==> config.mk <==
export PLATFORM = sky130hd
export DESIGN_NAME = quadrature_odometry_speed_flat
export DESIGN_NICKNAME = d
export VERILOG_FILES = /design/src/hdl/qos_pkg.sv /design/src/hdl/qos_if.sv /design/src/hdl/qos_speed_unit.sv /design/src/hdl/quadrature_odometry_speed.sv /design/src/flat_wrapper.sv
export SDC_FILE = /design/constraint.sdc
export NUM_CORES = 2
export LEC_CHECK = 0
export BUFFER_PORTS_ARGS = -buffer_cell sky130_fd_sc_hd__clkbuf_2
export CORE_ASPECT_RATIO = 0.7
export CORE_MARGIN = 5
export CORE_UTILIZATION = 50
export DETAILED_ROUTE_END_ITERATION = 16
export HOLD_SLACK_MARGIN = 0.03
export PLACE_DENSITY = 0.72
export SKIP_LAST_GASP = 1
export SLEW_MARGIN = 20
export SYNTH_ARGS = -nofsm -noshare
export SYNTH_HDL_FRONTEND = slang
export SYNTH_SLANG_ARGS = --single-unit
==> constraint.sdc <==
create_clock -name clk -period 6.87 [get_ports clk]
set_input_delay 1.374 -clock clk [delete_from_list [all_inputs] [get_ports clk]]
set_output_delay 1.374 -clock clk [all_outputs]
set_load 0.05 [all_outputs]
==> src/hdl/qos_pkg.sv <==
// Shared types and constants of the quadrature odometry and speed block.
`default_nettype none
package qos_pkg;

  localparam logic [15:0] CPR_RESET   = 16'd6000;
  localparam logic [15:0] MS_PER_MIN  = 16'd60000;
  localparam logic [15:0] SPEED_MAX   = 16'h7FFF;
  localparam logic [15:0] SPEED_MIN   = 16'h8000;
  localparam logic        OP_INIT     = 1'b0;
  localparam logic        OP_SAMPLE   = 1'b1;

  typedef struct packed {
    logic        start;
    logic [15:0] diff;
    logic [31:0] elapsed;
  } spd_req_t;

  typedef struct packed {
    logic        done;
    logic [15:0] speed;
  } spd_rsp_t;

endpackage
`default_nettype wire

==> src/hdl/qos_if.sv <==
// Input and result channel interfaces of the quadrature odometry and speed block.
`default_nettype none
interface qos_in_if;
  logic        valid;
  logic        ready;
  logic        op;
  logic [15:0] count_a;
  logic [15:0] count_b;
  logic [31:0] now_ms;

  modport source (output valid, op, count_a, count_b, now_ms, input ready);
  modport sink   (input valid, op, count_a, count_b, now_ms, output ready);
endinterface

interface qos_out_if;
  logic               valid;
  logic               ready;
  logic signed [31:0] position_a;
  logic signed [31:0] position_b;
  logic signed [15:0] speed_a;
  logic signed [15:0] speed_b;
  logic               updated;

  modport source (output valid, position_a, position_b, speed_a, speed_b, updated,
                  input ready);
  modport sink   (input valid, position_a, position_b, speed_a, speed_b, updated,
                  output ready);
endinterface
`default_nettype wire

==> src/hdl/qos_speed_unit.sv <==
// Iterative speed unit: multiply, then restoring divide with saturation, one wheel at a time.
`default_nettype none
module qos_speed_unit
  import qos_pkg::*;
(
  input  wire logic        clk,
  input  wire logic        rst_n,
  input  wire logic [15:0] cpr,
  input  wire spd_req_t    req,
  output spd_rsp_t         rsp
);

  localparam logic [1:0] S_IDLE = 2'd0;
  localparam logic [1:0] S_MUL  = 2'd1;
  localparam logic [1:0] S_DIV  = 2'd2;
  localparam logic [1:0] S_DONE = 2'd3;

  logic [1:0]  state_r, state_nxt;
  logic [3:0]  cnt_r;
  logic        neg_r;
  logic        zero_r;
  logic [15:0] mag_r;
  logic [15:0] cpr_r;
  logic [31:0] elapsed_r;
  logic [31:0] num_r;
  logic [62:0] den_sh_r;
  logic [15:0] q_r;
  logic [47:0] den;
  logic        fits;
  logic [15:0] speed;

  assign den  = 48'(cpr_r) * 48'(elapsed_r);
  assign fits = {31'd0, num_r} >= den_sh_r;

  always_comb begin
    state_nxt = state_r;
    unique case (state_r)
      S_IDLE: if (req.start) state_nxt = S_MUL;
      S_MUL:  state_nxt = S_DIV;
      S_DIV:  if (cnt_r == 4'd0) state_nxt = S_DONE;
      S_DONE: state_nxt = S_IDLE;
      default: state_nxt = S_IDLE;
    endcase
  end

  always_ff @(posedge clk) begin
    if (!rst_n) begin
      state_r <= S_IDLE;
    end else begin
      state_r <= state_nxt;
    end
  end

  always_ff @(posedge clk) begin
    case (state_r)
      S_IDLE: begin
        if (req.start) begin
          neg_r     <= req.diff[15];
          mag_r     <= req.diff[15] ? (~req.diff + 16'd1) : req.diff;
          elapsed_r <= req.elapsed;
          cpr_r     <= cpr;
        end
      end
      S_MUL: begin
        num_r    <= 32'(mag_r) * 32'(MS_PER_MIN);
        den_sh_r <= {den[47:0], 15'd0};
        zero_r   <= (den == 48'd0);
        q_r      <= 16'd0;
        cnt_r    <= 4'd15;
      end
      S_DIV: begin
        if (fits) begin
          num_r <= num_r - den_sh_r[31:0];
        end
        q_r      <= {q_r[14:0], fits};
        den_sh_r <= den_sh_r >> 1;
        cnt_r    <= cnt_r - 4'd1;
      end
      default: ;
    endcase
  end

  // q_r[15] set means the quotient reached 32768: saturate.
  always_comb begin
    if (zero_r) begin
      speed = 16'd0;
    end else if (neg_r) begin
      speed = q_r[15] ? SPEED_MIN : (~q_r + 16'd1);
    end else begin
      speed = q_r[15] ? SPEED_MAX : q_r;
    end
  end

  assign rsp.done  = (state_r == S_DONE);
  assign rsp.speed = speed;

endmodule
`default_nettype wire

==> src/hdl/quadrature_odometry_speed.sv <==
// Top level: two-wheel quadrature odometry and rev/min speed measurement.
// Init and zero-elapsed samples go from accept through the output state to result valid; other
//   samples make two passes (wheel A, then wheel B) through one multiply plus 16-step divider.
// Flow: one transaction at a time; next input taken once the result is registered,
//   later while an earlier result still waits at the output.
// Reset: synchronous active-low; clears baseline, positions and speeds, counts_per_rev = 6000.
`default_nettype none
module quadrature_odometry_speed
  import qos_pkg::*;
(
  input  wire logic        clk,
  input  wire logic        rst_n,
  input  wire logic        cfg_we,
  input  wire logic [15:0] cfg_wdata,
  qos_in_if.sink           in_ch,
  qos_out_if.source        out_ch
);

  localparam logic [1:0] T_IDLE  = 2'd0;
  localparam logic [1:0] T_RUN_A = 2'd1;
  localparam logic [1:0] T_RUN_B = 2'd2;
  localparam logic [1:0] T_OUT   = 2'd3;

  logic [1:0]  state_r, state_nxt;
  logic [15:0] cpr_r;
  logic [15:0] base_a_r, base_b_r;
  logic [31:0] base_tick_r;
  logic [31:0] odo_a_r, odo_b_r;
  logic [15:0] rpm_a_r, rpm_b_r;
  logic [15:0] da_r, db_r;
  logic [31:0] elapsed_r;
  logic        upd_r;
  logic        start_r;
  logic        out_valid_r;
  logic        accept;
  logic [31:0] elapsed;
  logic [15:0] da, db;
  spd_req_t    req;
  spd_rsp_t    rsp;

  assign accept  = in_ch.valid && in_ch.ready;
  assign elapsed = in_ch.now_ms - base_tick_r;
  assign da      = in_ch.count_a - base_a_r;
  assign db      = in_ch.count_b - base_b_r;

  assign req.start   = start_r;
  assign req.diff    = (state_r == T_RUN_B) ? db_r : da_r;
  assign req.elapsed = elapsed_r;

  qos_speed_unit u_speed (
    .clk   (clk),
    .rst_n (rst_n),
    .cpr   (cpr_r),
    .req   (req),
    .rsp   (rsp)
  );

  always_comb begin
    state_nxt = state_r;
    unique case (state_r)
      T_IDLE: begin
        if (accept) begin
          if (in_ch.op == OP_SAMPLE && elapsed != 32'd0) state_nxt = T_RUN_A;
          else state_nxt = T_OUT;
        end
      end
      T_RUN_A: if (rsp.done) state_nxt = T_RUN_B;
      T_RUN_B: if (rsp.done) state_nxt = T_OUT;
      T_OUT:   if (!out_valid_r || out_ch.ready) state_nxt = T_IDLE;
      default: state_nxt = T_IDLE;
    endcase
  end

  always_ff @(posedge clk) begin
    if (!rst_n) begin
      state_r     <= T_IDLE;
      cpr_r       <= CPR_RESET;
      base_a_r    <= 16'd0;
      base_b_r    <= 16'd0;
      base_tick_r <= 32'd0;
      odo_a_r     <= 32'd0;
      odo_b_r     <= 32'd0;
      rpm_a_r     <= 16'd0;
      rpm_b_r     <= 16'd0;
      upd_r       <= 1'b0;
      start_r     <= 1'b0;
      out_valid_r <= 1'b0;
    end else begin
      state_r <= state_nxt;
      start_r <= (state_nxt != state_r) && (state_nxt == T_RUN_A || state_nxt == T_RUN_B);
      if (cfg_we) cpr_r <= cfg_wdata;
      if (state_r == T_OUT && (!out_valid_r || out_ch.ready)) begin
        out_valid_r <= 1'b1;
      end else if (out_ch.ready) begin
        out_valid_r <= 1'b0;
      end
      unique case (state_r)
        T_IDLE: begin
          if (accept) begin
            if (in_ch.op == OP_INIT) begin
              base_a_r    <= in_ch.count_a;
              base_b_r    <= in_ch.count_b;
              base_tick_r <= in_ch.now_ms;
              odo_a_r     <= 32'd0;
              odo_b_r     <= 32'd0;
              rpm_a_r     <= 16'd0;
              rpm_b_r     <= 16'd0;
              upd_r       <= 1'b1;
            end else if (elapsed != 32'd0) begin
              odo_a_r     <= odo_a_r + {{16{da[15]}}, da};
              odo_b_r     <= odo_b_r + {{16{db[15]}}, db};
              base_a_r    <= in_ch.count_a;
              base_b_r    <= in_ch.count_b;
              base_tick_r <= in_ch.now_ms;
              upd_r       <= 1'b1;
            end else begin
              upd_r <= 1'b0;
            end
          end
        end
        T_RUN_A: begin
          if (rsp.done) rpm_a_r <= rsp.speed;
        end
        T_RUN_B: begin
          if (rsp.done) rpm_b_r <= rsp.speed;
        end
        default: ;
      endcase
    end
  end

  always_ff @(posedge clk) begin
    if (state_r == T_IDLE && accept) begin
      da_r      <= da;
      db_r      <= db;
      elapsed_r <= elapsed;
    end
  end

  logic signed [31:0] pos_a_r, pos_b_r;
  logic signed [15:0] spd_a_r, spd_b_r;
  logic               upd_out_r;

  always_ff @(posedge clk) begin
    if (state_r == T_OUT && (!out_valid_r || out_ch.ready)) begin
      pos_a_r   <= odo_a_r;
      pos_b_r   <= odo_b_r;
      spd_a_r   <= rpm_a_r;
      spd_b_r   <= rpm_b_r;
      upd_out_r <= upd_r;
    end
  end

  assign in_ch.ready       = (state_r == T_IDLE);
  assign out_ch.valid      = out_valid_r;
  assign out_ch.position_a = pos_a_r;
  assign out_ch.position_b = pos_b_r;
  assign out_ch.speed_a    = spd_a_r;
  assign out_ch.speed_b    = spd_b_r;
  assign out_ch.updated    = upd_out_r;

  a_start_in_run: assert property (@(posedge clk) disable iff (!rst_n)
    start_r |-> (state_r == T_RUN_A || state_r == T_RUN_B))
    else $error("speed unit started outside a run state");

  a_done_in_run: assert property (@(posedge clk) disable iff (!rst_n)
    rsp.done |-> (state_r == T_RUN_A || state_r == T_RUN_B))
    else $error("speed unit finished outside a run state");

  a_result_from_out: assert property (@(posedge clk) disable iff (!rst_n)
    $rose(out_valid_r) |-> $past(state_r == T_OUT))
    else $error("result registered outside output state");

endmodule
`default_nettype wire

==> src/flat_wrapper.sv <==
// flat-port wrapper written by rule: the top's interface ports become plain ports
module quadrature_odometry_speed_flat import qos_pkg::*;
  (clk, rst_n, cfg_we, cfg_wdata, in_ch_valid, in_ch_op, in_ch_count_a, in_ch_count_b, in_ch_now_ms, in_ch_ready, out_ch_valid, out_ch_position_a, out_ch_position_b, out_ch_speed_a, out_ch_speed_b, out_ch_updated, out_ch_ready);
  qos_in_if in_ch_i ();
  qos_out_if out_ch_i ();
  input  wire logic clk;
  input  wire logic rst_n;
  input  wire logic cfg_we;
  input  wire logic [15:0] cfg_wdata;
  input wire logic [$bits(in_ch_i.valid)-1:0] in_ch_valid;
  input wire logic [$bits(in_ch_i.op)-1:0] in_ch_op;
  input wire logic [$bits(in_ch_i.count_a)-1:0] in_ch_count_a;
  input wire logic [$bits(in_ch_i.count_b)-1:0] in_ch_count_b;
  input wire logic [$bits(in_ch_i.now_ms)-1:0] in_ch_now_ms;
  output wire logic [$bits(in_ch_i.ready)-1:0] in_ch_ready;
  output wire logic [$bits(out_ch_i.valid)-1:0] out_ch_valid;
  output wire logic [$bits(out_ch_i.position_a)-1:0] out_ch_position_a;
  output wire logic [$bits(out_ch_i.position_b)-1:0] out_ch_position_b;
  output wire logic [$bits(out_ch_i.speed_a)-1:0] out_ch_speed_a;
  output wire logic [$bits(out_ch_i.speed_b)-1:0] out_ch_speed_b;
  output wire logic [$bits(out_ch_i.updated)-1:0] out_ch_updated;
  input wire logic [$bits(out_ch_i.ready)-1:0] out_ch_ready;
  assign in_ch_i.valid = in_ch_valid;
  assign in_ch_i.op = in_ch_op;
  assign in_ch_i.count_a = in_ch_count_a;
  assign in_ch_i.count_b = in_ch_count_b;
  assign in_ch_i.now_ms = in_ch_now_ms;
  assign in_ch_ready = in_ch_i.ready;
  assign out_ch_valid = out_ch_i.valid;
  assign out_ch_position_a = out_ch_i.position_a;
  assign out_ch_position_b = out_ch_i.position_b;
  assign out_ch_speed_a = out_ch_i.speed_a;
  assign out_ch_speed_b = out_ch_i.speed_b;
  assign out_ch_updated = out_ch_i.updated;
  assign out_ch_i.ready = out_ch_ready;
  quadrature_odometry_speed u_core (.clk(clk), .rst_n(rst_n), .cfg_we(cfg_we), .cfg_wdata(cfg_wdata), .in_ch(in_ch_i), .out_ch(out_ch_i));
endmodule
==> impl_metrics.py <==
metrics = {
    "run_status": {
        "status": "finished with violations",
        "violations": "setup timing",
    },
    "global_route": {
        "grt_antenna_before_repair": 10,
        "grt_pass1_vias": 34200,
        "grt_usage_pct": 23.37,
        "grt_overflow": 0,
        "grt_max_degree": 98,
        "grt_pass1_wl_um": 185500,
    },
    "clock_network": {
        "ctsHoldBuffers": 0,
        "root_buffer": "clkbuf_16",
        "cts.path.max_buffers": 3,
        "htreeDepth": 2,
        "clock-sinks": 525,
        "cts_buffers": 56,
        "clock_latency_ns": 0.66,
        "path_clk_slew_ns": 0.06,
        "cts_tree": "built",
    },
    "detailed_routing": {
        "drt_drc_violations_left": 0,
        "totalWireLength_um": 115100,
        "dr.pass1.iters": 5,
        "drtIter0Drc": 2777,
        "wl_per_cell_um": 18.45,
        "postRouteAntennaNets": 0,
        "vias": 34490,
        "vias_per_cell": 5.528,
    },
    "floorplan": {
        "io_pins": 185,
        "die_h_um": 263.0,
        "die_w_um": 371.4,
        "die_area_um2": 97670,
        "num_rows": 92,
        "initial_core_util_pct": 50.59,
        "coreArea_um2": 90360,
    },
    "yosys": {
        "async_flop_share_pct": 0,
        "synth.most_common_cell": "inv_1",
        "synth_cells": 4648,
        "synth_area_per_cell_um2": 9.835,
        "synth_top_area_cell": "edfxtp_1",
        "ys_types": 78,
        "ys_ff_latch": 525,
        "synth_ff_type": "edfxtp_1",
        "syn_area_um2": 45710,
        "syn_nets": 5579,
        "synth_top_area_share_pct": 22.47,
        "synthTopCellsByCount": "681 x inv_1, 518 x nand2_1, 485 x fa_1, 360 x ha_1, 342 x edfxtp_1",
        "synthTopCellsByArea": "edfxtp_1 22%, fa_1 21%, ha_1 9.9%, dfxtp_1 8.0%, inv_1 5.6%",
        "synth-edff-count": 342,
        "synth_warnings": 0,
        "seq_area_frac_synth_pct": 30.48,
    },
    "worst_setup_path": {
        "cpMaxStageDelayCell": "fa_1",
        "slowest_delay_ns": 0.55,
        "required_ns": 7.37,
        "criticalPathCategory": "flop to flop",
        "crit_top_cell": "fa_1",
        "crit_path_end_kind": "flop",
        "critPathMaxFanout": 7,
        "cp.arrival_ns": 7.70,
        "start_kind": "flop",
    },
    "timing": {
        "hold_slack_ns": 0.4195,
        "timing.final.crit_share_pct": 104.7,
        "finClkSkew_ns": 0.05986,
        "finalCriticalPeriod_ns": 7.191,
        "rsz0062_at_grt": "true",
        "drv_slew": 0,
        "worstMarginPinSlew_ns": 1.068,
        "fin_tns_setup_ns": -0.8144,
        "fmax_mhz": 139.1,
        "max_slew_margin_pct": 28.60,
        "setup_viol": 5,
        "hold_viol_final": 0,
        "setup_ws_ns": -0.3212,
    },
    "job": {
        "maxCapViolCount": 0,
    },
    "place": {
        "globalplace.congestion": 0.9274,
        "port_buffers": 184,
        "hpwl_um": 90460,
    },
    "min_path": {
        "hp-class": "flop to flop",
    },
    "layout": {
        "syn_to_final_growth_pct": 14.35,
        "layout.nets": 5895,
        "drive_gt1_share_pct": 13.89,
    },
}
per-layer routing:
metal  share of wire (%)  wire (um)  global-route usage, %
met3                 9.4      10870                  6.767
met1                  46      53300                  35.11
met4                 1.9       2189                  4.555
met2                  42      48670                  33.80
met5               0.041         47                      0
area by class of cell:
| cell class | count | area, um^2 |
|---|---|---|
| Inverter | 682 | 2562 |
| Multi-Input combinational cell | 3255 | 29130 |
| Timing Repair Buffer | 444 | 3192 |
| Fill cell | 7657 | 38090 |
| Clock inverter | 40 | 441.7 |
| Tap cell | 1222 | 1529 |
| Clock buffer | 66 | 1480 |
| Sequential cell | 525 | 13930 |
| Antenna cell | 4 | 10.01 |
critical path, delay by kind of cell, from the launching register on:
family                   cells  cell delay, ns
AO/OA/AOI/OAI                7            1.73
XOR/XNOR                     1            0.18
flip-flops                   1            0.42
buffers and inverters        6            0.51
AND/OR/NAND/NOR              5            0.96
adder cells (fa/ha/maj)      7            3.26
state kept, by name, summed over array words and instances, names as in the netlist, 2 cells and up:
signal / flops
u_core.base_a_r: 16
u_core.u_speed.num_r: 32
u_core.base_b_r: 16
u_core.out_ch.position_a: 32
u_core.u_speed.q_r: 16
u_core.odo_a_r: 32
u_core.rpm_b_r: 16
u_core.out_ch.position_b: 32
u_core.da_r: 16
u_core.u_speed.elapsed_r: 32
u_core.u_speed.state_r: 2
u_core.out_ch.speed_a: 16
u_core.u_speed.mag_r: 16
u_core.state_r: 2
u_core.cpr_r: 16
u_core.u_speed.cnt_r: 4
u_core.out_ch.speed_b: 16
u_core.rpm_a_r: 16
u_core.base_tick_r: 32
u_core.odo_b_r: 32
u_core.u_speed.den_sh_r: 63
u_core.u_speed.cpr_r: 16
u_core.db_r: 16
u_core.elapsed_r: 32
layout by cell type (no fill, tap or decap), drive strengths merged, types with 81 or more instances in the layout:
cell	n
o21ai	169
a21o	86
ha	360
nor2	215
nand3	102
and2	232
a21oi	195
clkbuf	249
dfxtp	183
xnor2	142
o31ai	81
inv	688
nand2	518
edfxtp	342
fa	485
buf	261
through the flow:
stage	setup WS [ns]	cell area (um^2)	util, %	std cells
detailed placement	-0.5787	49510	54.79	6103
global route	-0.5771	52270	57.84	6236
floorplan	0.02171	45750	-	4648
global placement	-0.3329	49510	54.79	6103
finish	-0.3212	52270	57.85	6238
CTS	-0.2841	51770	57.30	6224
kinds of logic (layout without fill, tap and decap cells):
group	count (synthesis)	in the layout	share of synthesized area, %
mux	58	58	1.306
buf+inv	868	1232	7.286
compound gates	821	821	11.93
flops	525	525	30.48
simple gates	1316	1316	13.79
xor+xnor	215	215	4.119
other cells	0	4	0
fa+ha+maj	845	845	31.09
timing repair:
item                       4_1_cts  5_1_grt
resized for setup               49       98
pin swaps                       52       84
setup endpoints to repair       14       18
buffers inserted                17       14
final timing paths:
| kind | slack, ns | endpoint | from | cells after the start |
|---|---|---|---|---|
| min reg2reg | 0.42 | u_core.u_speed.elapsed_r[20]$_DFFE_PP_ | u_core.elapsed_r[20]$_DFFE_PP_ | 0 |
| max | -0.32 | u_core.u_speed.zero_r$_DFFE_PP_ | u_core.u_speed.cpr_r[6]$_DFFE_PP_ | 26 |
| min | 0.42 | u_core.u_speed.elapsed_r[20]$_DFFE_PP_ | u_core.elapsed_r[20]$_DFFE_PP_ | 0 |
| max reg2reg | -0.32 | u_core.u_speed.zero_r$_DFFE_PP_ | u_core.u_speed.cpr_r[6]$_DFFE_PP_ | 26 |
Power is not shown: default switching activity piles up to over one toggle a cycle in this logic, so the estimate is an artifact.
